[src/rtl/ekf_pkg.sv]
// Shared constants and types of the eased keyframe interpolator.
`default_nettype none
package ekf_pkg;
   localparam int VALUE_WIDTH_DEF = 48;
   localparam int TIME_WIDTH_DEF  = 32;
   localparam int MID_W           = 16;
   localparam int RATE_W          = 17;
   localparam int FRAC_W          = 32;
   localparam int U_W             = FRAC_W + 1;
   localparam int TAU_W           = FRAC_W + 1;
   localparam int SQ_W            = 32;
   localparam int EASE_NUM_W      = 48;
   localparam int EASE_DEN_W      = MID_W + 1;
   localparam int EASE_QUO_W      = 32;
   localparam int ONE_Q           = 65536;
   localparam int PI_Q            = 205887;
   localparam int TWO_PI_Q        = 411775;
   localparam logic [MID_W-1:0] MID_RESET = 16'h8000;

   typedef logic [MID_W-1:0]  mid_type;
   typedef logic [RATE_W-1:0] rate_type;

   typedef struct packed {
      logic              zero;
      logic              accel;
      logic              below;
      logic              tau_big;
      rate_type          lin;
      logic [TAU_W-1:0]  tau;
   } ease_info_type;
endpackage
`default_nettype wire

[src/rtl/ekf_ease_prep.sv]
// Ease branch selection and squaring ahead of the ease divider.
`default_nettype none
module ekf_ease_prep
   import ekf_pkg::*;
#(
   parameter int BLEND_W = 3 * VALUE_WIDTH_DEF + 2
) (
   input  wire logic                 clock,
   input  wire logic                 reset,
   input  wire mid_type              mid_rate,
   input  wire logic                 in_valid,
   output logic                      in_ready,
   input  wire logic [U_W-1:0]       in_u,
   input  wire logic [BLEND_W+1:0]   in_side,
   output logic                      out_valid,
   input  wire logic                 out_ready,
   output logic [EASE_NUM_W-1:0]     out_num,
   output logic [EASE_DEN_W-1:0]     out_den,
   output ease_info_type             out_info,
   output logic [BLEND_W-1:0]        out_blend
);
   logic [U_W-1:0]      mm;
   logic [TAU_W-1:0]    kk;
   ease_info_type       info_in;
   logic [SQ_W-1:0]     sq_in;
   logic [2*SQ_W-1:0]   prod_in;

   logic                e1_v_ff;
   ease_info_type       e1_info_ff;
   logic [SQ_W-1:0]     e1_sq_ff;
   logic [BLEND_W-1:0]  e1_blend_ff;
   logic                e2_v_ff;
   ease_info_type       e2_info_ff;
   logic [2*SQ_W-1:0]   e2_prod_ff;
   logic [BLEND_W-1:0]  e2_blend_ff;
   logic                en1;
   logic                en2;

   assign mm = {1'b0, mid_rate, 16'b0};
   assign kk = {(EASE_DEN_W'(ONE_Q) - {1'b0, mid_rate}), 16'b0};

   always_comb begin
      info_in.zero    = in_side[BLEND_W+1];
      info_in.accel   = in_side[BLEND_W];
      info_in.below   = in_u < mm;
      info_in.tau     = in_u - mm;
      info_in.tau_big = !info_in.below && (info_in.tau >= kk);
      info_in.lin     = RATE_W'(in_u >> 16);
      sq_in           = info_in.below ? in_u[SQ_W-1:0] : info_in.tau[SQ_W-1:0];
   end

   assign prod_in = 64'(e1_sq_ff) * 64'(e1_sq_ff);

   assign en2      = !e2_v_ff || out_ready;
   assign en1      = !e1_v_ff || en2;
   assign in_ready = en1;

   always_ff @(posedge clock) begin
      if (reset) begin
         e1_v_ff <= 1'b0;
         e2_v_ff <= 1'b0;
      end else begin
         if (en1) begin
            e1_v_ff <= in_valid;
         end
         if (en2) begin
            e2_v_ff <= e1_v_ff;
         end
      end
   end

   always_ff @(posedge clock) begin
      if (en1) begin
         e1_info_ff  <= info_in;
         e1_sq_ff    <= sq_in;
         e1_blend_ff <= in_side[BLEND_W-1:0];
      end
      if (en2) begin
         e2_info_ff  <= e1_info_ff;
         e2_prod_ff  <= prod_in;
         e2_blend_ff <= e1_blend_ff;
      end
   end

   assign out_valid = e2_v_ff;
   assign out_num   = e2_info_ff.below ? EASE_NUM_W'(e2_prod_ff[2*SQ_W-1:32])
                                       : e2_prod_ff[2*SQ_W-1:16];
   assign out_den   = e2_info_ff.below ? {1'b0, mid_rate}
                                       : EASE_DEN_W'(ONE_Q) - {1'b0, mid_rate};
   assign out_info  = e2_info_ff;
   assign out_blend = e2_blend_ff;
endmodule
`default_nettype wire

[config.mk]
export PLATFORM = sky130hd
export DESIGN_NAME = ekf_ease_prep
export DESIGN_NICKNAME = d
export VERILOG_FILES = /design/src/rtl/ekf_pkg.sv /design/src/rtl/ekf_ease_prep.sv
export SDC_FILE = /design/constraint.sdc
export NUM_CORES = 2
export LEC_CHECK = 0
export BUFFER_PORTS_ARGS = -buffer_cell sky130_fd_sc_hd__buf_2
export CORE_UTILIZATION = 63
export DETAILED_ROUTE_END_ITERATION = 16
export GPL_TIMING_DRIVEN = 1
export PLACE_DENSITY = 0.84
export SKIP_CTS_REPAIR_TIMING = 1
export SLEW_MARGIN = 5
export SYNTH_ARGS = -nofsm -noshare
export SYNTH_HDL_FRONTEND = slang
export SYNTH_SLANG_ARGS = --single-unit
[constraint.sdc]
create_clock -name clock -period 16.5 [get_ports clock]
set_input_delay 3.3 -clock clock [delete_from_list [all_inputs] [get_ports clock]]
set_output_delay 3.3 -clock clock [all_outputs]
set_load 0.05 [all_outputs]
==> impl_metrics.tcl <==
set metrics [dict create \
    critPathKind "reg -> reg" \
    grt-ovfl-total 0 \
    hold_class "reg -> reg" \
    place_area_sq_um 48700 \
    grt-busiest-layer "met2" \
    post-route-min-period_ns 9.23 \
    drtAntennaViolNets 0 \
    final_area_sq_um 50100 \
    drt-total-wl_um 129000 \
    antenna_found_initial 28 \
    vias_per_cell 5.83 \
    syn-num-nets 5227 \
    cts_root_buf "clkbuf_16" \
    syn_avg_cell_area_sq_um 11.6 \
    netlist_area_sq_um 45400 \
    clkTransAtPathRegs_ns 0.09 \
    drv_cap 0 \
    grt_pass1_wl_um 197000 \
    groute.usage.overall_pct 36.5 \
    rsz0062_at_grt "false" \
    fin_hold_ws_ns 0.405 \
    yosys_warnings 0 \
    async_reset_ff_share_pct 0 \
    synth_cell_types 67 \
    die_y_um 270 \
    yosys_register_bits 466 \
    place.detailed.hpwl_um 97700 \
    worst_slew_pin_slew_ns 1.14 \
    netlist.top_cell.by_area "fa_1" \
    die_w_um 270 \
    fp.coreArea_sq_um 71400 \
    wl_per_cell_um 24.2 \
    fmax_mhz 108 \
    fin_setup_tns_ns 0 \
    fin_nets 5647 \
    synth_edf_count 464 \
    area_delta_synth_final_pct 10.4 \
    status "finished, final reports clean" \
    cts.sinks 466 \
    skew_ns 0.0736 \
    drc 0 \
    grt_pass1_vias 33700 \
    ios 468 \
    critical_path.max_fanout 15 \
    vias 31000 \
    slew_viol_final 0 \
    crit_buf_inv 6 \
    initial_core_util_pct 63.6 \
    worstSetupEndpointType "flop" \
    crit_path_start_kind "flop" \
    synth_top_area_share_pct 35.0 \
    cp_slowest_cell "edfxtp_1" \
    met3_usage_pct 11.9 \
    worstSkewPairLatency_ns 0.61 \
    first_iter_violations 3245 \
    critical_path_required_ns 16.79 \
    finalNonFillerCells 5319 \
    tritoncts "done" \
    yosysSeqAreaShare_pct 30.8 \
    use_met2_pct 57.4 \
    cts-buffers-inserted 42 \
    drtPass1Iterations 6 \
    dp_cells 5229 \
    clk_path_buf_depth 3 \
    htree_levels 2 \
    std_cell_rows 98 \
    grt_max_degree 130 \
    cp.arrival_ns 9.53 \
    syn_inst 3903 \
    port_buffers 467 \
    cp_common_cell "fa_1" \
    slowest_delay_ns 0.75 \
    finalHoldViolCount 0 \
    synthTopCellsByArea "fa_1 35%, edfxtp_1 31%, ha_1 9.1%" \
    synth-main-ff-cell "edfxtp_1" \
    use_met1_pct 46.0 \
    drive_above_1_share_pct 14.6 \
    place_congestion 0.997 \
    cp_top_family "adder cells" \
    die-area_sq_um 73100 \
    relSlewSlack_pct 23.8 \
    setup_violations 0 \
    finalCritPeriodShare_pct 56.0 \
]
==> cell families (layout without fill, tap and decap cells) <==
group                      after synthesis  after routing  share of synthesized area (%)
adders and majority gates             1123           1123                           44.1
buffers and inverters                 1143           1594                           9.49
other                                    0             15                              0
xor gates and xnor gates               136            136                           2.63
muxes                                   49             49                           1.21
and+or+nand+nor                        734            734                           8.10
DFF                                    466            466                           30.8
AOI/OAI and AO/OA                      252            252                           3.68
==> cell usage in the layout (no fill, tap or decap), types with 33 or more instances in the layout <==
master	n
fa_1	793
inv_1	1010
clkbuf_16	42
edfxtp_1	464
xnor2_1	83
o21ai_0	34
xor2_1	53
mux2_2	47
buf_2	467
a21oi_1	77
nand2_1	277
buf_4	39
nor2_1	93
ha_1	330
a21o_1	44
nor2b_1	33
and2_1	235
==> per-stage QoR <==
step	util, %	setup WS (ns)
finish	70.2	7.27
detailed placement	68.2	7.52
CTS	70.2	7.42
floorplan	-	5.00
global route	70.2	6.95
global placement	68.2	7.68
==> metal layers <==
layer,up-vias,routed length [um]
li1,12900,-
met1,15500,44800
met2,2071,60400
met3,520,16600
met4,18,7040
met5,-,141
==> layout make-up <==
cell class / count / area, sq um
Antenna cell: 15 / 37.5
Clock buffer: 51 / 1080
Clock inverter: 24 / 283
Fill cell: 4792 / 21300
Inverter: 1013 / 3810
Multi-Input combinational cell: 2294 / 27100
Sequential cell: 466 / 14000
Tap cell: 950 / 1190
Timing Repair Buffer: 506 / 2630
==> cell usage after synthesis (3+ instances only) <==
cell type	number
a31o_2	8
a41o_1	6
or2_2	5
a211oi_1	8
mux2_2	47
ha_1	330
nand2_1	278
fa_1	793
inv_1	1011
o21ai_0	34
and3_1	12
a31oi_1	13
nand2b_1	9
o211ai_1	5
xnor2_1	83
nor2_1	93
o21ai_1	6
nor3_1	8
a21oi_1	77
edfxtp_1	464
buf_4	3
nand4_1	27
a41oi_1	3
and2_1	235
o21bai_1	13
clkbuf_1	125
a221oi_1	5
nor4_1	8
o21a_1	5
nand3_1	13
nor2b_1	33
a21o_1	44
xor2_1	53
==> state kept, by name, indices dropped and copies added, names as in the netlist <==
register	flops
e1_sq_ff	16
e2_prod_ff	48
e1_v_ff	1
out_valid	1
out_blend	146
out_info	54
e1_info_ff	54
e1_blend_ff	146
==> final timing paths <==
| path | from | to | slack, ns | cells past startpoint |
|---|---|---|---|---|
| worst min-delay path | e1_info_ff[37] | out_info[37] | 0.41 | 0 |
| worst min register to register | e1_info_ff[37] | out_info[37] | 0.41 | 0 |
| worst max-delay path | e1_info_ff[9] | e2_prod_ff[52] | 7.27 | 25 |
| worst max register to register | e1_info_ff[9] | e2_prod_ff[52] | 7.27 | 25 |
Power is left out: the tool's default activity adds up to more than one toggle a clock period on the data nets, which glitch-free logic cannot reach.
