==> config.mk <==
export PLATFORM = sky130hd
export DESIGN_NAME = ekf_blend
export DESIGN_NICKNAME = d
export VERILOG_FILES = /design/src/rtl/ekf_pkg.sv /design/src/rtl/ekf_blend.sv
export SDC_FILE = /design/constraint.sdc
export NUM_CORES = 2
export LEC_CHECK = 0
export BUFFER_PORTS_ARGS = -buffer_cell sky130_fd_sc_hd__buf_2
export CAP_MARGIN = 20
export CORE_ASPECT_RATIO = 2
export CORE_MARGIN = 2
export CORE_UTILIZATION = 32
export CTS_CLUSTER_DIAMETER = 50
export DETAILED_ROUTE_END_ITERATION = 12
export GPL_TIMING_DRIVEN = 0
export RECOVER_POWER = 25
export SETUP_SLACK_MARGIN = 0.05
export SLEW_MARGIN = 0
export SYNTH_ARGS = -nofsm -noshare
export SYNTH_HDL_FRONTEND = slang
export SYNTH_SLANG_ARGS = --single-unit
==> constraint.sdc <==
create_clock -name clock -period 10.1 [get_ports clock]
set_clock_uncertainty 0.15 [all_clocks]
set_input_delay 0.505 -clock clock [delete_from_list [all_inputs] [get_ports clock]]
set_output_delay 0.505 -clock clock [all_outputs]
set_load 0.02 [all_outputs]
==> src/rtl/ekf_pkg.sv <==
// Shared constants and types of the eased keyframe interpolator.
`default_nettype none
package ekf_pkg;
   localparam int VALUE_WIDTH_DEF = 48;
   localparam int TIME_WIDTH_DEF  = 32;
   localparam int MID_W           = 16;
   localparam int RATE_W          = 17;
   localparam int FRAC_W          = 32;
   localparam int U_W             = FRAC_W + 1;
   localparam int TAU_W           = FRAC_W + 1;
   localparam int SQ_W            = 32;
   localparam int EASE_NUM_W      = 48;
   localparam int EASE_DEN_W      = MID_W + 1;
   localparam int EASE_QUO_W      = 32;
   localparam int ONE_Q           = 65536;
   localparam int PI_Q            = 205887;
   localparam int TWO_PI_Q        = 411775;
   localparam logic [MID_W-1:0] MID_RESET = 16'h8000;

   typedef logic [MID_W-1:0]  mid_type;
   typedef logic [RATE_W-1:0] rate_type;

   typedef struct packed {
      logic              zero;
      logic              accel;
      logic              below;
      logic              tau_big;
      rate_type          lin;
      logic [TAU_W-1:0]  tau;
   } ease_info_type;
endpackage
`default_nettype wire

==> src/rtl/ekf_blend.sv <==
// Rate finish, magnitude scaling and plain or longitude blend stages.
`default_nettype none
module ekf_blend
   import ekf_pkg::*;
#(
   parameter int VALUE_WIDTH = VALUE_WIDTH_DEF
) (
   input  wire logic                       clock,
   input  wire logic                       reset,
   input  wire mid_type                    mid_rate,
   input  wire logic                       in_valid,
   output logic                            in_ready,
   input  wire logic [EASE_QUO_W-1:0]      in_quo,
   input  wire ease_info_type              in_info,
   input  wire logic [3*VALUE_WIDTH+1:0]   in_blend,
   output logic                            out_valid,
   input  wire logic                       out_ready,
   output rate_type                        out_rate,
   output logic signed [VALUE_WIDTH-1:0]   out_value
);
   localparam int VW   = VALUE_WIDTH;
   localparam int LO_W = (VW + 1) / 2;
   localparam int HI_W = VW - LO_W;
   localparam int SW   = VW + 2;
   localparam logic signed [SW-1:0] VMAX   = {3'b000, {(VW-1){1'b1}}};
   localparam logic signed [SW-1:0] VMIN   = {3'b111, {(VW-1){1'b0}}};
   localparam logic signed [SW-1:0] PI_S   = SW'(PI_Q);
   localparam logic signed [SW-1:0] TWO_PI = SW'(TWO_PI_Q);
   localparam rate_type             ONE_R  = RATE_W'(ONE_Q);

   function automatic logic [VW-1:0] sat(input logic signed [SW-1:0] x);
      logic [VW-1:0] r;
      if (x > VMAX) begin
         r = VMAX[VW-1:0];
      end else if (x < VMIN) begin
         r = VMIN[VW-1:0];
      end else begin
         r = x[VW-1:0];
      end
      return r;
   endfunction

   logic              in_lon;
   logic              in_age;
   logic [VW-1:0]     in_mag;
   logic [VW-1:0]     in_a;
   logic [VW-1:0]     in_b;
   logic [34:0]       r_sum;
   logic [34:0]       r_sub;
   logic [18:0]       r_hi;
   rate_type          rate_in;

   logic              v0_ff, v1_ff, v2_ff, v3_ff, v4_ff;
   logic              en0, en1, en2, en3, en4;
   rate_type          rate0_ff, rate1_ff, rate2_ff, rate3_ff, rate4_ff;
   logic              lon0_ff, lon1_ff, lon2_ff, lon3_ff;
   logic              age0_ff, age1_ff, age2_ff, age3_ff;
   logic [VW-1:0]     mag0_ff, mag1_ff, mag2_ff;
   logic [VW-1:0]     a0_ff, a1_ff, a2_ff;
   logic [VW-1:0]     b0_ff, b1_ff, b2_ff, b3_ff;
   logic [HI_W+RATE_W-1:0] hi_in, hi1_ff;
   logic [LO_W+RATE_W-1:0] lo_in, lo1_ff;
   logic [VW+RATE_W-1:0]   prod_sum;
   logic [VW-1:0]     off_in, off2_ff;
   logic [VW-1:0]     plain_in, plain3_ff;
   logic signed [SW-1:0] a_s;
   logic signed [SW-1:0] lon_raw;
   logic [VW-1:0]     lon_in, lonv3_ff;
   logic signed [SW-1:0] l3_s;
   logic [VW-1:0]     wrap_in;
   logic [VW-1:0]     value_in, value4_ff;

   assign in_b   = in_blend[VW-1:0];
   assign in_a   = in_blend[2*VW-1:VW];
   assign in_mag = in_blend[3*VW-1:2*VW];
   assign in_age = in_blend[3*VW];
   assign in_lon = in_blend[3*VW+1];

   always_comb begin
      r_sub   = in_info.tau_big ? 35'(in_info.tau) : 35'(in_quo);
      r_sum   = 35'({mid_rate, 16'b0}) + (35'(in_info.tau) << 1) - r_sub;
      r_hi    = r_sum[34:16];
      if (in_info.zero) begin
         rate_in = ONE_R;
      end else if (!in_info.accel) begin
         rate_in = in_info.lin;
      end else if (in_info.below) begin
         rate_in = (in_quo > 32'(ONE_Q)) ? ONE_R : RATE_W'(in_quo);
      end else begin
         rate_in = (r_hi > 19'(ONE_Q)) ? ONE_R : r_hi[RATE_W-1:0];
      end
   end

   assign hi_in    = (HI_W+RATE_W)'(mag0_ff[VW-1:LO_W]) * (HI_W+RATE_W)'(rate0_ff);
   assign lo_in    = (LO_W+RATE_W)'(mag0_ff[LO_W-1:0]) * (LO_W+RATE_W)'(rate0_ff);
   assign prod_sum = {hi1_ff, {LO_W{1'b0}}} + (VW+RATE_W)'(lo1_ff);
   assign off_in   = VW'(prod_sum >> 16);

   always_comb begin
      a_s      = SW'(signed'(a2_ff));
      plain_in = age2_ff ? a2_ff - off2_ff : a2_ff + off2_ff;
      lon_raw  = age2_ff ? a_s + SW'(off2_ff) : a_s - SW'(off2_ff);
      lon_in   = sat(lon_raw);
   end

   always_comb begin
      l3_s = SW'(signed'(lonv3_ff));
      if (l3_s > PI_S || l3_s < -PI_S) begin
         wrap_in = age3_ff ? sat(l3_s - TWO_PI) : sat(l3_s + TWO_PI);
      end else begin
         wrap_in = lonv3_ff;
      end
      if (!lon3_ff) begin
         value_in = plain3_ff;
      end else if (rate3_ff == ONE_R) begin
         value_in = b3_ff;
      end else begin
         value_in = wrap_in;
      end
   end

   assign en4      = !v4_ff || out_ready;
   assign en3      = !v3_ff || en4;
   assign en2      = !v2_ff || en3;
   assign en1      = !v1_ff || en2;
   assign en0      = !v0_ff || en1;
   assign in_ready = en0;

   always_ff @(posedge clock) begin
      if (reset) begin
         v0_ff <= 1'b0;
         v1_ff <= 1'b0;
         v2_ff <= 1'b0;
         v3_ff <= 1'b0;
         v4_ff <= 1'b0;
      end else begin
         if (en0) begin
            v0_ff <= in_valid;
         end
         if (en1) begin
            v1_ff <= v0_ff;
         end
         if (en2) begin
            v2_ff <= v1_ff;
         end
         if (en3) begin
            v3_ff <= v2_ff;
         end
         if (en4) begin
            v4_ff <= v3_ff;
         end
      end
   end

   always_ff @(posedge clock) begin
      if (en0) begin
         rate0_ff <= rate_in;
         lon0_ff  <= in_lon;
         age0_ff  <= in_age;
         mag0_ff  <= in_mag;
         a0_ff    <= in_a;
         b0_ff    <= in_b;
      end
      if (en1) begin
         hi1_ff   <= hi_in;
         lo1_ff   <= lo_in;
         rate1_ff <= rate0_ff;
         lon1_ff  <= lon0_ff;
         age1_ff  <= age0_ff;
         mag1_ff  <= mag0_ff;
         a1_ff    <= a0_ff;
         b1_ff    <= b0_ff;
      end
      if (en2) begin
         off2_ff  <= off_in;
         rate2_ff <= rate1_ff;
         lon2_ff  <= lon1_ff;
         age2_ff  <= age1_ff;
         mag2_ff  <= mag1_ff;
         a2_ff    <= a1_ff;
         b2_ff    <= b1_ff;
      end
      if (en3) begin
         plain3_ff <= plain_in;
         lonv3_ff  <= lon_in;
         rate3_ff  <= rate2_ff;
         lon3_ff   <= lon2_ff;
         age3_ff   <= age2_ff;
         b3_ff     <= b2_ff;
      end
      if (en4) begin
         value4_ff <= value_in;
         rate4_ff  <= rate3_ff;
      end
   end

   assign out_valid = v4_ff;
   assign out_rate  = rate4_ff;
   assign out_value = signed'(value4_ff);

   a_rate_bound: assert property (@(posedge clock) disable iff (reset)
      v0_ff |-> rate0_ff <= ONE_R)
      else $error("Rate exceeds one.");

   a_off_bound: assert property (@(posedge clock) disable iff (reset)
      v2_ff |-> off2_ff <= mag2_ff)
      else $error("Scaled offset exceeds its magnitude.");

   a_full_rate_end: assert property (@(posedge clock) disable iff (reset)
      (en4 && v3_ff && rate3_ff == ONE_R) |=> value4_ff == $past(b3_ff))
      else $error("Full rate does not give the end value.");
endmodule
`default_nettype wire
==> results_dict.tcl <==
set metrics [dict create \
    io_buffers 315 \
    synth_seq_area_share_pct 35.3 \
    kind_of_path_behind_the_tightest_hold_check "in2reg" \
    p_seq_share_pct 25.5 \
    synth-edff-count 734 \
    pwr-share-comb_pct 58.1 \
    worst_slew_pin_slew_ns 1.26 \
    tritoncts "yes" \
    x_dimension_of_the_die_um 317 \
    fmax_mhz 102 \
    yosys.area_share.simple_pct 13.3 \
    synth_adder_area_share_pct 29.6 \
    global_route_track_usage_on_met1_pct 22.0 \
    first_global_vias 50700 \
    maxCapViolCount 0 \
    cpMostUsedCell "sky130_fd_sc_hd__fa_1" \
    yosys_warnings 0 \
    start_util_pct 32.2 \
    post_drt_via_cell_ratio 5.05 \
    internal-power_uw 10800 \
    power_frac_clock_pct 16.4 \
    clock_path_buffers 3 \
    finalSetupViolations 0 \
    cts-htree-levels 3 \
    cell_type_contributing_the_most_total_cell_area_after_synthesis "sky130_fd_sc_hd__edfxtp_1" \
    final_hold_fails 0 \
    grt_use_met3_pct 2.62 \
    power_switching_uw 9180 \
    vias_after_detailed_routing 46700 \
    post-route-period-util_pct 97.5 \
    drive_above_1_share_pct 8.99 \
    cts-root-buf "sky130_fd_sc_hd__clkbuf_16" \
    postSynthNetCount 7363 \
    worst-path-buf-inv 3 \
    synth_compound_gate_area_share_pct 8.92 \
    largest_net_degree_at_the_start_of_global_routing 113 \
    most_crowded_layer_after_global_routing "met2" \
    switching_power_share_of_the_total_pct 46.0 \
    post-route-min-period_ns 9.84 \
    cts_made_buffers 87 \
    timing.critical_path.required_ns 10.39 \
    global_route.overflow_total 0 \
    gp_congestion 0.984 \
    grt_pass1_wl_um 344000 \
    timing_max_transition_violations_final 0 \
    slowest_delay_ns 0.85 \
    largest_family_of_logic_cells_by_synthesized_area "adder cells" \
    yosysTopAreaCellShare_pct 35.1 \
    worst_path_max_delay_cell "sky130_fd_sc_hd__a221oi_1" \
    ys_ff_latch 739 \
    die_area_um2 200000 \
    grt_antenna_before_repair 10 \
    clk_pin_slew_ns 0.07 \
    yosys_most_used_dff "sky130_fd_sc_hd__edfxtp_1" \
    path_delay_family "adder cells" \
    synthTopCellsByArea "sky130_fd_sc_hd__edfxtp_1, sky130_fd_sc_hd__fa_1, sky130_fd_sc_hd__ha_1, sky130_fd_sc_hd__inv_1, sky130_fd_sc_hd__nand2_1" \
    grt_util_all_layers_pct 24.3 \
    remaining_drc_errors 0 \
    finalInstanceArea_um2 72800 \
    crit_path_cell_trace "clkbuf_1 > buf_1 > nand2_1 > fa_1 > fa_1 > inv_1 > fa_1 > fa_1 > fa_1 > fa_1 > ha_1 > a21o_1 > a221oi_1 > o21ai_0 > a31o_2 > a221oi_1 > o211a_1 > a211oi_1 > nor3_1 > o21ai_0 > a31oi_1 > xnor2_1" \
    placed_cell_area_um2 68200 \
    critical_path.max_fanout 10 \
    area_growth_pct 16.1 \
    number_of_detailed_route_iterations_in_the_first_pass 6 \
    timing_worst_setup_path_type "reg2reg" \
    slew_headroom_pct 16.1 \
    postSynth.asyncResetShare_pct 0 \
    synth_xor_xnor_area_share_pct 4.42 \
    rsz0062_at_grt "no" \
    use_met2_pct 46.8 \
    drt_antenna_net_count 0 \
    postSynthCellCount 6030 \
    floorplan.io_pins 319 \
    total_power_uw 19900 \
    hpwl_um 204000 \
    syn-cell-area_um2 62700 \
    num_rows 229 \
    cts.sinks 739 \
    power_leakage_uw 0.0319 \
    detail_route.wirelength_um 243000 \
    dieHeight_um 630 \
    worst_ir_drop_vdd_v 0.000190 \
    first_iter_violations 2623 \
    post_cts_setup_buffer_count 0 \
    power.density_nw_per_um2 274 \
    yosys.cell_types.count 101 \
    clkLatencyLatePin_ns 0.70 \
    worst_setup_path_end_kind "register" \
    synthMuxAreaShare_pct 0.784 \
    cp-start-kind "register" \
    totalNegativeSetupSlack_ns 0 \
    final_nets 7961 \
    outcome "finished, final reports clean" \
    postSynthAreaPerCell_um2 10.4 \
    timing.critical_path.arrival_ns 10.13 \
    route.detailed.wl_per_inst_um 26.3 \
    core-area_um2 195000 \
]
## cell type report
class	instances	area, µm²
antenna	9	22.5
buffer	271	1080
clock buffer	98	2220
clock inverter	59	763
fill	19300	122000
inverter	994	3740
multi-input combinational	4026	35800
sequential	739	22100
tap	2541	3180
timing repair buffer	509	3820
## logic make-up after synthesis
kind of cell | after synthesis
adder cells (fa/ha/maj) | 1081
XOR/XNOR | 316
buffers and inverters | 1265
AND/OR/NAND/NOR | 1712
flip-flops | 739
multiplexers | 46
AO/OA/AOI/OAI | 871
## what timing repair did
| action | 4_1_cts | 5_1_grt |
|---|---|---|
| endpoints found under the hold margin | 158 | 0 |
| gates resized for setup | 1 | 1 |
| hold buffers | 155 | 0 |
| endpoints found under the setup margin | 1 | 1 |
## metrics by stage
step | setup slack, ns | instances | hold WS, ns | util [%]
global route | 0.0519 | 9238 | 0.0331 | 37.4
floorplan | 2.84 | 6030 | 0.250 | -
CTS | 0.329 | 9237 | 0.00151 | 37.4
finish | 0.256 | 9246 | 0.0583 | 37.4
global placement | -1.21 | 8886 | 0.252 | 34.7
detailed placement | 0.0690 | 8925 | 0.255 | 35.1
## final timing paths
path | endpoint | slack (ns) | cells after the start | startpoint
max | hi1_ff[38]$_DFFE_PP_ | 0.26 | 22 | rate0_ff[16]$_SDFFCE_PP1P_
min | rate0_ff[1]$_SDFFCE_PP0P_ | 0.06 | 3 | in_info[34]
max reg2reg | hi1_ff[38]$_DFFE_PP_ | 0.26 | 22 | rate0_ff[16]$_SDFFCE_PP1P_
min reg2reg | b2_ff[19]$_DFFE_PP_ | 0.25 | 0 | b1_ff[19]$_DFFE_PP_
## synth_stat cells, types with 36 or more instances
cell,count
sky130_fd_sc_hd__inv_1,993
sky130_fd_sc_hd__edfxtp_1,734
sky130_fd_sc_hd__nand2_1,697
sky130_fd_sc_hd__fa_1,674
sky130_fd_sc_hd__ha_1,407
sky130_fd_sc_hd__and2_1,326
sky130_fd_sc_hd__a21oi_1,261
sky130_fd_sc_hd__nor2_1,247
sky130_fd_sc_hd__clkbuf_1,231
sky130_fd_sc_hd__o21ai_0,211
sky130_fd_sc_hd__xnor2_1,197
sky130_fd_sc_hd__xor2_1,118
sky130_fd_sc_hd__nor3_1,92
sky130_fd_sc_hd__nand3_1,80
sky130_fd_sc_hd__a21o_1,63
sky130_fd_sc_hd__o21bai_1,49
sky130_fd_sc_hd__and3_1,38
sky130_fd_sc_hd__nand2b_1,36
## routing by layer
metal | vias to the layer above | share of wire (%) | wire length [µm]
met2 | 1576 | 55 | 134000
met1 | 23400 | 31 | 75500
met5 | - | 0 | 0
met4 | 0 | 10 | 24900
li1 | 21000 | - | -
met3 | 692 | 3.7 | 8880
## power groups by stage
stage,Combinational (µW),Sequential [µW],Clock (µW)
2_1_floorplan,7800,4960,0
3_3_place_gp,11300,5170,0
3_5_place_dp,11500,5170,0
4_1_cts,11600,5110,3370
5_1_grt,12800,5150,3480
6_report,11600,5090,3260
## worst register-to-register path, delay by kind of cell (launching register included)
| family | cells | cell delay (ns) |
|---|---|---|
| xor+xnor | 1 | 0.10 |
| flops | 1 | 0.84 |
| compound gates | 9 | 2.66 |
| buf+inv | 3 | 1.55 |
| fa+ha+maj | 7 | 3.71 |
| simple gates | 2 | 0.57 |
## cells in the final DEF (no fill, tap or decap), types with 197 or more instances in the layout
master                     netlist  final
sky130_fd_sc_hd__clkbuf_1      231    250
sky130_fd_sc_hd__o21ai_0       211    211
sky130_fd_sc_hd__and2_1        326    326
sky130_fd_sc_hd__nand2_1       697    695
sky130_fd_sc_hd__edfxtp_1      734    734
sky130_fd_sc_hd__buf_2          26    331
sky130_fd_sc_hd__a21oi_1       261    261
sky130_fd_sc_hd__nor2_1        247    246
sky130_fd_sc_hd__inv_1         993    991
sky130_fd_sc_hd__ha_1          407    407
sky130_fd_sc_hd__xnor2_1       197    197
sky130_fd_sc_hd__fa_1          674    674
(Power assumes the default switching activity.)
